--- src/hw/rtl/epfi_pkg.sv ---
// Shared widths, constants, register indexes and saturation helper for the price lattice core.
package epfi_pkg;

  localparam int RATE_W  = 23;
  localparam int PRICE_W = 32;
  localparam int PROB_W  = 17;
  localparam int STEPS_W = 8;
  localparam int CFG_W   = 17;
  localparam int CFG_IDX_W = 1;
  localparam int QUOT_W  = 33;
  localparam int DIVR_W  = 24;
  localparam int DIV_STEPS = 33;
  localparam int DIV_CNT_W = 6;

  localparam logic [PRICE_W-1:0] ONE_Q31   = 32'h8000_0000;
  localparam logic [DIVR_W-1:0]  PCT_SCALE = 24'd6553600;
  // 6553600 / 2, remaining numerator bits are all zero
  localparam logic [DIVR_W-1:0]  DIV_SEED  = 24'd3276800;
  localparam logic [PROB_W-1:0]  PROB_ONE  = 17'h1_0000;

  localparam logic [CFG_IDX_W-1:0] CFG_UP_PROB = 1'b0;
  localparam logic [CFG_IDX_W-1:0] CFG_STEPS   = 1'b1;

  // Clamp a 33-bit sum to 1.0 in Q1.31
  function automatic logic [PRICE_W-1:0] sat_one(input logic [PRICE_W:0] v);
    logic [PRICE_W-1:0] r;
    if (v > {1'b0, ONE_Q31}) begin
      r = ONE_Q31;
    end else begin
      r = v[PRICE_W-1:0];
    end
    return r;
  endfunction

endpackage

--- src/hw/rtl/epfi_mul.sv ---
// Shared 32x32 multiplier with registered product.
module epfi_mul (
  input  logic                          clk_i,
  input  logic [epfi_pkg::PRICE_W-1:0]  a_i,
  input  logic [epfi_pkg::PRICE_W-1:0]  b_i,
  output logic [2*epfi_pkg::PRICE_W-1:0] prod_o
);
  import epfi_pkg::*;

  logic [2*PRICE_W-1:0] prod_q;

  always_ff @(posedge clk_i) begin
    prod_q <= a_i * b_i;
  end

  assign prod_o = prod_q;

endmodule

--- config.mk ---
export PLATFORM = sky130hd
export DESIGN_NAME = epfi_mul
export DESIGN_NICKNAME = d
export VERILOG_FILES = /design/src/hw/rtl/epfi_pkg.sv /design/src/hw/rtl/epfi_mul.sv
export SDC_FILE = /design/constraint.sdc
export NUM_CORES = 2
export LEC_CHECK = 0
export BUFFER_PORTS_ARGS = -buffer_cell sky130_fd_sc_hd__buf_2
export CAP_MARGIN = 5
export CORE_MARGIN = 2
export CORE_UTILIZATION = 60
export CTS_CLUSTER_DIAMETER = 100
export CTS_CLUSTER_SIZE = 8
export DETAILED_ROUTE_END_ITERATION = 16
export PLACE_DENSITY = 0.89
export SYNTH_ARGS = -nofsm -noshare
export SYNTH_HDL_FRONTEND = slang
export SYNTH_SLANG_ARGS = --single-unit
--- constraint.sdc ---
create_clock -name clk_i -period 6.6 [get_ports clk_i]
set_input_delay 0.33 -clock clk_i [delete_from_list [all_inputs] [get_ports clk_i]]
set_output_delay 0.33 -clock clk_i [all_outputs]
set_load 0.005 [all_outputs]
==> results summary <==
Dividing the detail-routed wire length by the instance count gives 27.21 um. The cell sitting at the root of the clock tree is a sky130_fd_sc_hd__clkbuf_16. The first global-routing pass estimated 183000 um of wire. The global routing stage identified its most utilized layer as met2. The number of rows created at floorplan is 88. During synthesis, Yosys emitted a total of 0 warnings. The die covers around 60000 um2. The flow ran to the end, but the final reports show violations. The checks that failed: negative setup slack. The met2 usage in global routing came out at 65.89%. The final hold violation count came to 0. The buffer levels on the longest clock path came out at 2. The max-slew violation count came out at 0. The detail-routed via count per cell is 6.328.

The total routing usage reported by global routing is between 40% and 50%. Entering global routing, the biggest net connects 24 pins. The fraction of layout instances using a drive strength above 1 is 20.23%. Sequential cells were found to cover under 10% of the synthesized design area. The count of max-cap constraint violations is 0. Synthesis instantiated 57 different standard cells from the library. The worst hold path terminates at prod_o[0]. The met3 track demand over resource came out at 15.19%.

The class of the tightest hold or removal check is primary input to flop. The count of flip-flops with a built-in enable after synthesis came out at 0. At the end of routability-driven placement, the weighted congestion stood at around 0.94. Setup repair after global routing could not meet its margin everywhere.

The flip-flop count of the largest register, all copies and words added is 64. The number of port buffers came out at 128. For this run, the top clock speed supported by timing is about 130 MHz. The number of cells traversed by the worst hold path came out at 3. The core region is 57370 um2. The required time of the worst setup path came out at 6820 ps. The number of storage elements in the synthesis netlist is 64. The total via count after detailed routing is 30739.

The initial antenna violation count is 12. The critical path is of the primary input to flop type. The depth of the CTS H-tree is 3. The library cells used most frequently in the layout, excluding fill and tap cells, are sky130_fd_sc_hd__inv_1 (836), sky130_fd_sc_hd__fa_1 (836), sky130_fd_sc_hd__and2_1 (540), sky130_fd_sc_hd__nand2_1 (465), sky130_fd_sc_hd__buf_4 (361). The routed wire length came out at 132200 um. The number of instances in the synthesized netlist came out at 3748.

The number of sinks on the clock net came out at 64. The largest driver fanout on the critical path came out at 22. The detailed placer's ending HPWL came out at about 84000 um. The tightest hold margin is 753.1 ps. The startpoint kind of the worst setup timing path is a primary input. Clock-pin slew was measured on the worst setup and hold paths at around 60 ps. The share of the clock period used by the worst path is 120.6%. The quantity of hold-fixing buffers added after cts came out at 0. The total congestion overflow after global routing came out at 0. TritonCTS built the clock tree.

At the end of the flow, the number of nets in the layout was 5306. For this run, the leading register cell type out of synthesis is sky130_fd_sc_hd__dfxtp_1. The startpoint identified for the worst hold timing path is b_i[0]. In this run the tightest slew margin relative to its limit is 40.64%. Of all flip-flops after synthesis, the portion carrying an async set or reset was 0%. The number of nets produced by synthesis is between 4000 and 5000.

The y dimension of the die came out at roughly 240 um. The number of iterations in the first detailed-routing pass is 9. The minimum clock period came out at 7960 ps. During I/O placement, the number of pins put on the boundary was about 130. The global-route track usage on met1 is 40.53%.

The worst endpoint data arrival time is 8180 ps. The number of DRC markers in iteration 0 came out at 4008. The effective utilization at floorplan is just over 60%.

Once routing completed, OpenROAD measured the worst setup slack at -1360 ps. The via count of the first global-routing pass came out at between 30000 and 40000. Once detail routing completed, the nets flagged for antenna violations numbered 0. The growth of design area from synthesis to finish came out at 18.24%. The horizontal die dimension came out at roughly 240 um. The transition time at the pin with the least slew margin came out at 890.5 ps. The number of remaining DRC errors is 0. The mean post-synth cell area is 9.252 um2. STA classifies the critical path endpoint as a flop. The count of endpoints failing setup in the final report is 46. The post-synth design cell area is approximately 35000 um2.

The number of CTS-inserted buffers is 9.
-- critical path: stages --
cell	delay (ps)
sky130_fd_sc_hd__buf_8	170
sky130_fd_sc_hd__and2_1	230
sky130_fd_sc_hd__fa_1	540
sky130_fd_sc_hd__inv_1	60
sky130_fd_sc_hd__fa_1	960
sky130_fd_sc_hd__fa_1	600
sky130_fd_sc_hd__fa_1	560
sky130_fd_sc_hd__inv_1	50
sky130_fd_sc_hd__fa_1	490
sky130_fd_sc_hd__fa_1	460
sky130_fd_sc_hd__fa_2	800
sky130_fd_sc_hd__fa_2	550
sky130_fd_sc_hd__ha_4	250
sky130_fd_sc_hd__a21oi_1	690
sky130_fd_sc_hd__o21ai_2	160
sky130_fd_sc_hd__a21oi_2	220
sky130_fd_sc_hd__o31ai_4	90
sky130_fd_sc_hd__a31oi_4	220
sky130_fd_sc_hd__o31ai_4	120
sky130_fd_sc_hd__a21oi_4	230
sky130_fd_sc_hd__buf_4	150
sky130_fd_sc_hd__o21ai_2	50
sky130_fd_sc_hd__xor2_1	160
-- worst max path at each step --
stage | startpoint | endpoint | slack (ps) | depth (start not counted)
2_1_floorplan | a_i[26] | prod_o[62] | -260 | 26
3_3_place_gp | b_i[9] | prod_o[60] | -730 | 24
3_5_place_dp | b_i[8] | prod_o[63] | -960 | 25
4_1_cts | a_i[10] | prod_o[62] | -240 | 24
5_1_grt | a_i[17] | prod_o[55] | -1270 | 23
6_report | a_i[17] | prod_o[55] | -1360 | 23
-- cells in the mapped netlist (all sizes together) (3+ instances only) --
| master | number | area (um2) |
|---|---|---|
| a211oi | 3 | 22.52 |
| a21boi | 3 | 22.52 |
| a21o | 40 | 300.3 |
| a21oi | 66 | 341.6 |
| a221o | 4 | 40.04 |
| a221oi | 4 | 87.59 |
| a31oi | 12 | 75.07 |
| and2 | 602 | 3766 |
| and3 | 14 | 87.58 |
| and4 | 3 | 26.28 |
| buf | 7 | 33.78 |
| clkbuf | 213 | 799.5 |
| dfxtp | 64 | 1281 |
| fa | 896 | 17940 |
| ha | 263 | 3291 |
| inv | 865 | 3247 |
| nand2 | 480 | 1802 |
| nand3 | 10 | 50.05 |
| nand4 | 23 | 143.9 |
| nor2 | 20 | 75.07 |
| nor3 | 7 | 35.03 |
| o21a | 9 | 67.56 |
| o21ai | 26 | 130.1 |
| o21bai | 11 | 86.33 |
| o221ai | 3 | 26.28 |
| o31ai | 5 | 78.82 |
| or2 | 3 | 18.77 |
| or3 | 3 | 18.77 |
| or4 | 3 | 22.52 |
| xnor2 | 35 | 306.5 |
| xor2 | 25 | 219.0 |
-- kinds of logic after synthesis --
family                     after synthesis  share of synthesized area [%]
AOI/OAI and AO/OA                      202                          4.153
xor gates and xnor gates                60                          1.515
adders and majority gates             1159                          61.22
buffers and inverters                 1085                          11.77
DFF                                     64                          3.695
muxes                                    1                        0.02887
and+or+nand+nor                       1177                          17.62
-- layout make-up --
type                    instances  area (um2)
diodes                          6       15.01
clock buffers                  11       242.7
clock inverters                 5       80.08
fillers                      3367       16360
inverters                     865        3247
multi-input cells            2599       30390
flip-flops and latches         64        1281
well taps                     765       957.2
repair buffers                543        4786
-- per-stage QoR --
| step | setup TNS, ps | area, um2 | worst slack (ps) | util (%) | cells |
|---|---|---|---|---|---|
| 2_1_floorplan | -1359 | 35070 | -258.9 | - | 3748 |
| 3_3_place_gp | -18120 | 38220 | -727.3 | 66.63 | 4762 |
| 3_5_place_dp | -26350 | 38220 | -961.1 | 66.63 | 4762 |
| 4_1_cts | -2925 | 40280 | -244.4 | 70.21 | 4828 |
| 5_1_grt | -36790 | 41000 | -1267 | 71.46 | 4856 |
| 6_report | -39370 | 41000 | -1360 | 71.47 | 4858 |
-- metal layers --
layer	vias up	part of all wire, %	routed length [um]
met3	1472	16	20730
met1	14741	27	35640
li1	11524	-	-
met2	2978	44	58140
met5	-	0.62	815
met4	24	13	16870
-- repair_timing --
action | CTS | global route
endpoints found under the setup margin | 34 | 45
setup buffers | 42 | 28
pin swaps | 177 | 115
gates cloned | 9 | 1
gates resized for setup | 294 | 157
Power is left out: the tool's default activity adds up to more than one toggle a clock period on the data nets, which glitch-free logic cannot reach.
