File: config.mk
export PLATFORM = sky130hd
export DESIGN_NAME = epfi_div
export DESIGN_NICKNAME = d
export VERILOG_FILES = /design/src/hw/rtl/epfi_pkg.sv /design/src/hw/rtl/epfi_div.sv
export SDC_FILE = /design/constraint.sdc
export NUM_CORES = 1
export LEC_CHECK = 0
export BUFFER_PORTS_ARGS = -buffer_cell sky130_fd_sc_hd__clkbuf_2
export CORE_MARGIN = 2
export CORE_UTILIZATION = 40
export DETAILED_ROUTE_END_ITERATION = 12
export SYNTH_ARGS = -nofsm -noshare
export SYNTH_HDL_FRONTEND = slang
export SYNTH_SLANG_ARGS = --single-unit
File: constraint.sdc
create_clock -name clk_i -period 3.1 [get_ports clk_i]
set_input_delay 0.155 -clock clk_i [delete_from_list [all_inputs] [get_ports clk_i]]
set_output_delay 0.155 -clock clk_i [all_outputs]
set_load 0.005 [all_outputs]
File: src/hw/rtl/epfi_pkg.sv
// Shared widths, constants, register indexes and saturation helper for the price lattice core.
package epfi_pkg;

  localparam int RATE_W  = 23;
  localparam int PRICE_W = 32;
  localparam int PROB_W  = 17;
  localparam int STEPS_W = 8;
  localparam int CFG_W   = 17;
  localparam int CFG_IDX_W = 1;
  localparam int QUOT_W  = 33;
  localparam int DIVR_W  = 24;
  localparam int DIV_STEPS = 33;
  localparam int DIV_CNT_W = 6;

  localparam logic [PRICE_W-1:0] ONE_Q31   = 32'h8000_0000;
  localparam logic [DIVR_W-1:0]  PCT_SCALE = 24'd6553600;
  // 6553600 / 2, remaining numerator bits are all zero
  localparam logic [DIVR_W-1:0]  DIV_SEED  = 24'd3276800;
  localparam logic [PROB_W-1:0]  PROB_ONE  = 17'h1_0000;

  localparam logic [CFG_IDX_W-1:0] CFG_UP_PROB = 1'b0;
  localparam logic [CFG_IDX_W-1:0] CFG_STEPS   = 1'b1;

  // Clamp a 33-bit sum to 1.0 in Q1.31
  function automatic logic [PRICE_W-1:0] sat_one(input logic [PRICE_W:0] v);
    logic [PRICE_W-1:0] r;
    if (v > {1'b0, ONE_Q31}) begin
      r = ONE_Q31;
    end else begin
      r = v[PRICE_W-1:0];
    end
    return r;
  endfunction

endpackage

File: src/hw/rtl/epfi_div.sv
// Restoring divider, one quotient bit per cycle: 6553600 * 2^32 / (6553600 + rate).
module epfi_div (
  input  logic                         clk_i,
  input  logic                         rst_ni,
  input  logic                         start_i,
  input  logic [epfi_pkg::RATE_W-1:0]  rate_i,
  output logic                         done_o,
  output logic [epfi_pkg::QUOT_W-1:0]  quot_o
);
  import epfi_pkg::*;

  logic                 busy_q, busy_d;
  logic                 done_q, done_d;
  logic [DIV_CNT_W-1:0] cnt_q, cnt_d;
  logic [DIVR_W-1:0]    divr_q, divr_d;
  logic [DIVR_W-1:0]    rem_q, rem_d;
  logic [QUOT_W-1:0]    quot_q, quot_d;
  logic [DIVR_W:0]      rem_sh;
  logic [DIVR_W:0]      diff;

  assign rem_sh = {rem_q, 1'b0};
  assign diff   = rem_sh - {1'b0, divr_q};

  always_comb begin
    busy_d = busy_q;
    done_d = 1'b0;
    cnt_d  = cnt_q;
    divr_d = divr_q;
    rem_d  = rem_q;
    quot_d = quot_q;
    if (start_i) begin
      busy_d = 1'b1;
      cnt_d  = DIV_CNT_W'(DIV_STEPS);
      divr_d = PCT_SCALE + DIVR_W'(rate_i);
      rem_d  = DIV_SEED;
    end else if (busy_q) begin
      if (diff[DIVR_W]) begin
        rem_d  = rem_sh[DIVR_W-1:0];
        quot_d = {quot_q[QUOT_W-2:0], 1'b0};
      end else begin
        rem_d  = diff[DIVR_W-1:0];
        quot_d = {quot_q[QUOT_W-2:0], 1'b1};
      end
      cnt_d = cnt_q - DIV_CNT_W'(1);
      if (cnt_q == DIV_CNT_W'(1)) begin
        busy_d = 1'b0;
        done_d = 1'b1;
      end
    end
  end

  always_ff @(posedge clk_i or negedge rst_ni) begin
    if (!rst_ni) begin
      busy_q <= 1'b0;
      done_q <= 1'b0;
      cnt_q  <= '0;
    end else begin
      busy_q <= busy_d;
      done_q <= done_d;
      cnt_q  <= cnt_d;
    end
  end

  always_ff @(posedge clk_i) begin
    divr_q <= divr_d;
    rem_q  <= rem_d;
    quot_q <= quot_d;
  end

  assign done_o = done_q;
  assign quot_o = quot_q;

endmodule

==> results.yml <==
synth:
  synth_nets: 482
  synth_largest_area_cell: "edfxtp_1"
  async_flop_share: 0.0899
  yosys_warnings: 0
  synthFlopType: "edfxtp_1"
  synthCells: 429
  synth.most_common_cell: "edfxtp_1"
  synthTopCellsByCount: "edfxtp_1, nor2_1, inv_1, ha_1, a21oi_1"
  yosys_register_bits: 89
  synthDominantCellAreaShare: 0.369
  ys_seq_area_frac: 0.516
  synth_area_leaders: "edfxtp_1, dfxtp_1, ha_1, dfrtp_1, nor2_1"
  syn_area_um2: 4640
  synth-edff-count: 57
  synth.avg_cell_area_um2: 10.8
  synth_cell_types: 59
min_path:
  min-delay-start: "rate_i[18]"
  holdPathEnd: "divr_q[18]"
  min_path_cells: 2
  hp-class: "primary input to flip-flop"
detailed_routing:
  drc: 0
  dr.first_iter.drc_count: 157
  dr.pass1.iters: 5
  wl_mm: 8.92
  ant_nets: 0
  vias: 3459
  wire_per_inst_um: 13.6
  viasPerCell: 5.27
clock_network:
  post_cts_buffers: 0
  htreeDepth: 3
  clock_sinks: 89
  cts_tree: "yes"
  hold_buffers: 19
  path_clk_slew_ns: 0.07
  clock_path_buffers: 2
  cts-resized-gates: 0
  insertion_delay_ns: 0.35
  cts-root-buf: "clkbuf_16"
  cts_buffers: 9
die:
  rows: 39
  core_area_um2: 11400
  ios: 60
  die_area_um2: 12500
  die_h_um: 112
  start_util: 0.408
  die_x_um: 112
critical_path:
  cp-start-kind: "flip-flop"
  cp_max_fo: 16
  cp.arrival_ns: 3.08
  rr_startpoint: "divr_q[1]"
  path_class: "flip-flop to flip-flop"
  rr_endpoint: "rem_q[17]"
  cp-end-kind: "flip-flop"
  ff2ff_setup_slack_ns: 0.25
  worstPathRequired_ns: 3.33
  worstRegToRegCells: 11
timing:
  min_period_over_period: 0.919
  setup_tns_ns: 0
  whs_ns: 0.0546
  slew_headroom: 0.635
  clock_skew_ns: 0.00786
  period_minus_slack_ns: 2.85
  rsz0062_at_grt: "false"
  hold_viol: 0
  fmax_ghz: 0.351
  finalSetupViolCount: 0
  worst_pin_slew_ns: 0.540
  maxSlewViolCount: 0
  final.setup.worst_slack_ns: 0.252
pwr:
  leakage_nw: 2.40
  power_frac_seq: 0.350
  peakVddDrop_mv: 0.473
  p_sw_mw: 1.81
  power_frac_comb: 0.434
  p_sw_frac: 0.360
  clkPwrFrac: 0.215
  power_density_nw_per_um2: 897
  p_int_mw: 3.21
final_layout:
  diodes: 0
  nets: 561
  area_growth_pct: 20.6
  drive_above_1_share: 0.183
grt:
  antenna_found_initial: 0
  grt_pass1_wl_mm: 15.2
  overflow: 0
  grt_max_degree: 33
  grt_pass1_vias: 3276
  grt_use_total: 0.151
run_status:
  outcome: "finished, final reports clean"
placement:
  hpwlAfterDp_mm: 6.35
  numPortBuffers: 59
  place_congestion: 0.891
  dp_worst_setup_slack_ns: 0.248
job:
  maxCapViolCount: 0
-- cells in the final DEF, fill, tap and decap left out, types with 9 or more instances in the layout --
master | Yosys | layout
clkbuf_2 | 0 | 59
edfxtp_1 | 57 | 57
nor2_1 | 40 | 40
inv_1 | 28 | 28
ha_1 | 26 | 26
a21oi_1 | 25 | 25
nand2_1 | 24 | 24
dfxtp_1 | 24 | 24
a211oi_1 | 19 | 19
dlygate4sd3_1 | 0 | 19
xnor2_1 | 14 | 14
o21ai_0 | 13 | 13
xor2_1 | 11 | 11
nand2b_1 | 11 | 11
mux2i_1 | 11 | 11
nor3_1 | 10 | 10
clkbuf_16 | 0 | 10
and3_1 | 9 | 9
buf_4 | 2 | 9
-- worst max-delay path, cell delays in order, from the launching register on --
cell and delay (ns):
edfxtp_1 0.42, fa_1 0.46, nand2b_1 0.18, a21o_1 0.22, a211oi_1 0.21, o21ai_1 0.10
and2_4 0.17, mux2i_4 0.22, nand2_4 0.17, buf_12 0.20, nor4b_1 0.27, nor3_1 0.08
-- metal layers --
| metal | vias to the layer above | wire, um | GRT usage |
|---|---|---|---|
| li1 | 1727 | - | - |
| met2 | 72 | 4220 | 0.240 |
| met3 | 17 | 398 | 0.0343 |
| met5 | - | 0 | 0 |
| met4 | 0 | 209 | 0.0774 |
| met1 | 1643 | 4080 | 0.192 |
-- registers in the layout, summed over array words and instances, names as in the netlist --
name	count
divr_q	24
busy_q	1
cnt_q	6
rem_q	24
done_o	1
quot_o	33
-- power by group through the flow --
stage                     registers, mW  clock network [mW]  logic (mW)
final                              1.76                1.08        2.18
after detailed placement           1.78                   0        2.16
after floorplan                    1.74                   0        1.70
after global routing               1.80                1.17        2.44
after global placement             1.78                   0        2.12
after CTS                          1.76                1.12        2.19
-- per-stage QoR --
stage / util / std cells / power (mW) / instance area [um2]
after global placement: 0.449 / 621 / 3.90 / 5110
after CTS: 0.492 / 656 / 5.07 / 5600
after detailed placement: 0.449 / 621 / 3.94 / 5110
final: 0.492 / 656 / 5.02 / 5600
after global routing: 0.492 / 656 / 5.40 / 5600
after floorplan: - / 429 / 3.45 / 4640
-- how the worst max path moves through the flow --
stage               startpoint        end  slack, ns  cells after the start
floorplan            divr_q[1]  rem_q[21]       0.50                     11
CTS                  divr_q[1]  rem_q[17]       0.24                     11
global route         divr_q[5]  rem_q[11]       0.01                     12
finish               divr_q[1]  rem_q[17]       0.25                     11
global placement     divr_q[1]  rem_q[17]       0.31                     11
detailed placement   divr_q[1]  rem_q[17]       0.25                     11
-- layout make-up --
class,count,area (um2)
clock buffers,12,268
flip-flops and latches,89,2390
fillers,1063,5770
inverters,28,105
clock inverters,4,33.8
repair buffers,88,573
multi-input cells,292,2050
well taps,143,179
-- logic make-up after synthesis --
| family | count (synthesis) | synth area share |
|---|---|---|
| AO/OA/AOI/OAI | 96 | 0.142 |
| AND/OR/NAND/NOR | 132 | 0.148 |
| XOR/XNOR | 25 | 0.0472 |
| buffers and inverters | 48 | 0.0450 |
| flip-flops | 89 | 0.516 |
| multiplexers | 12 | 0.0286 |
| adder cells (fa/ha/maj) | 27 | 0.0744 |
Note: power is estimated with default switching activity, not from simulation.
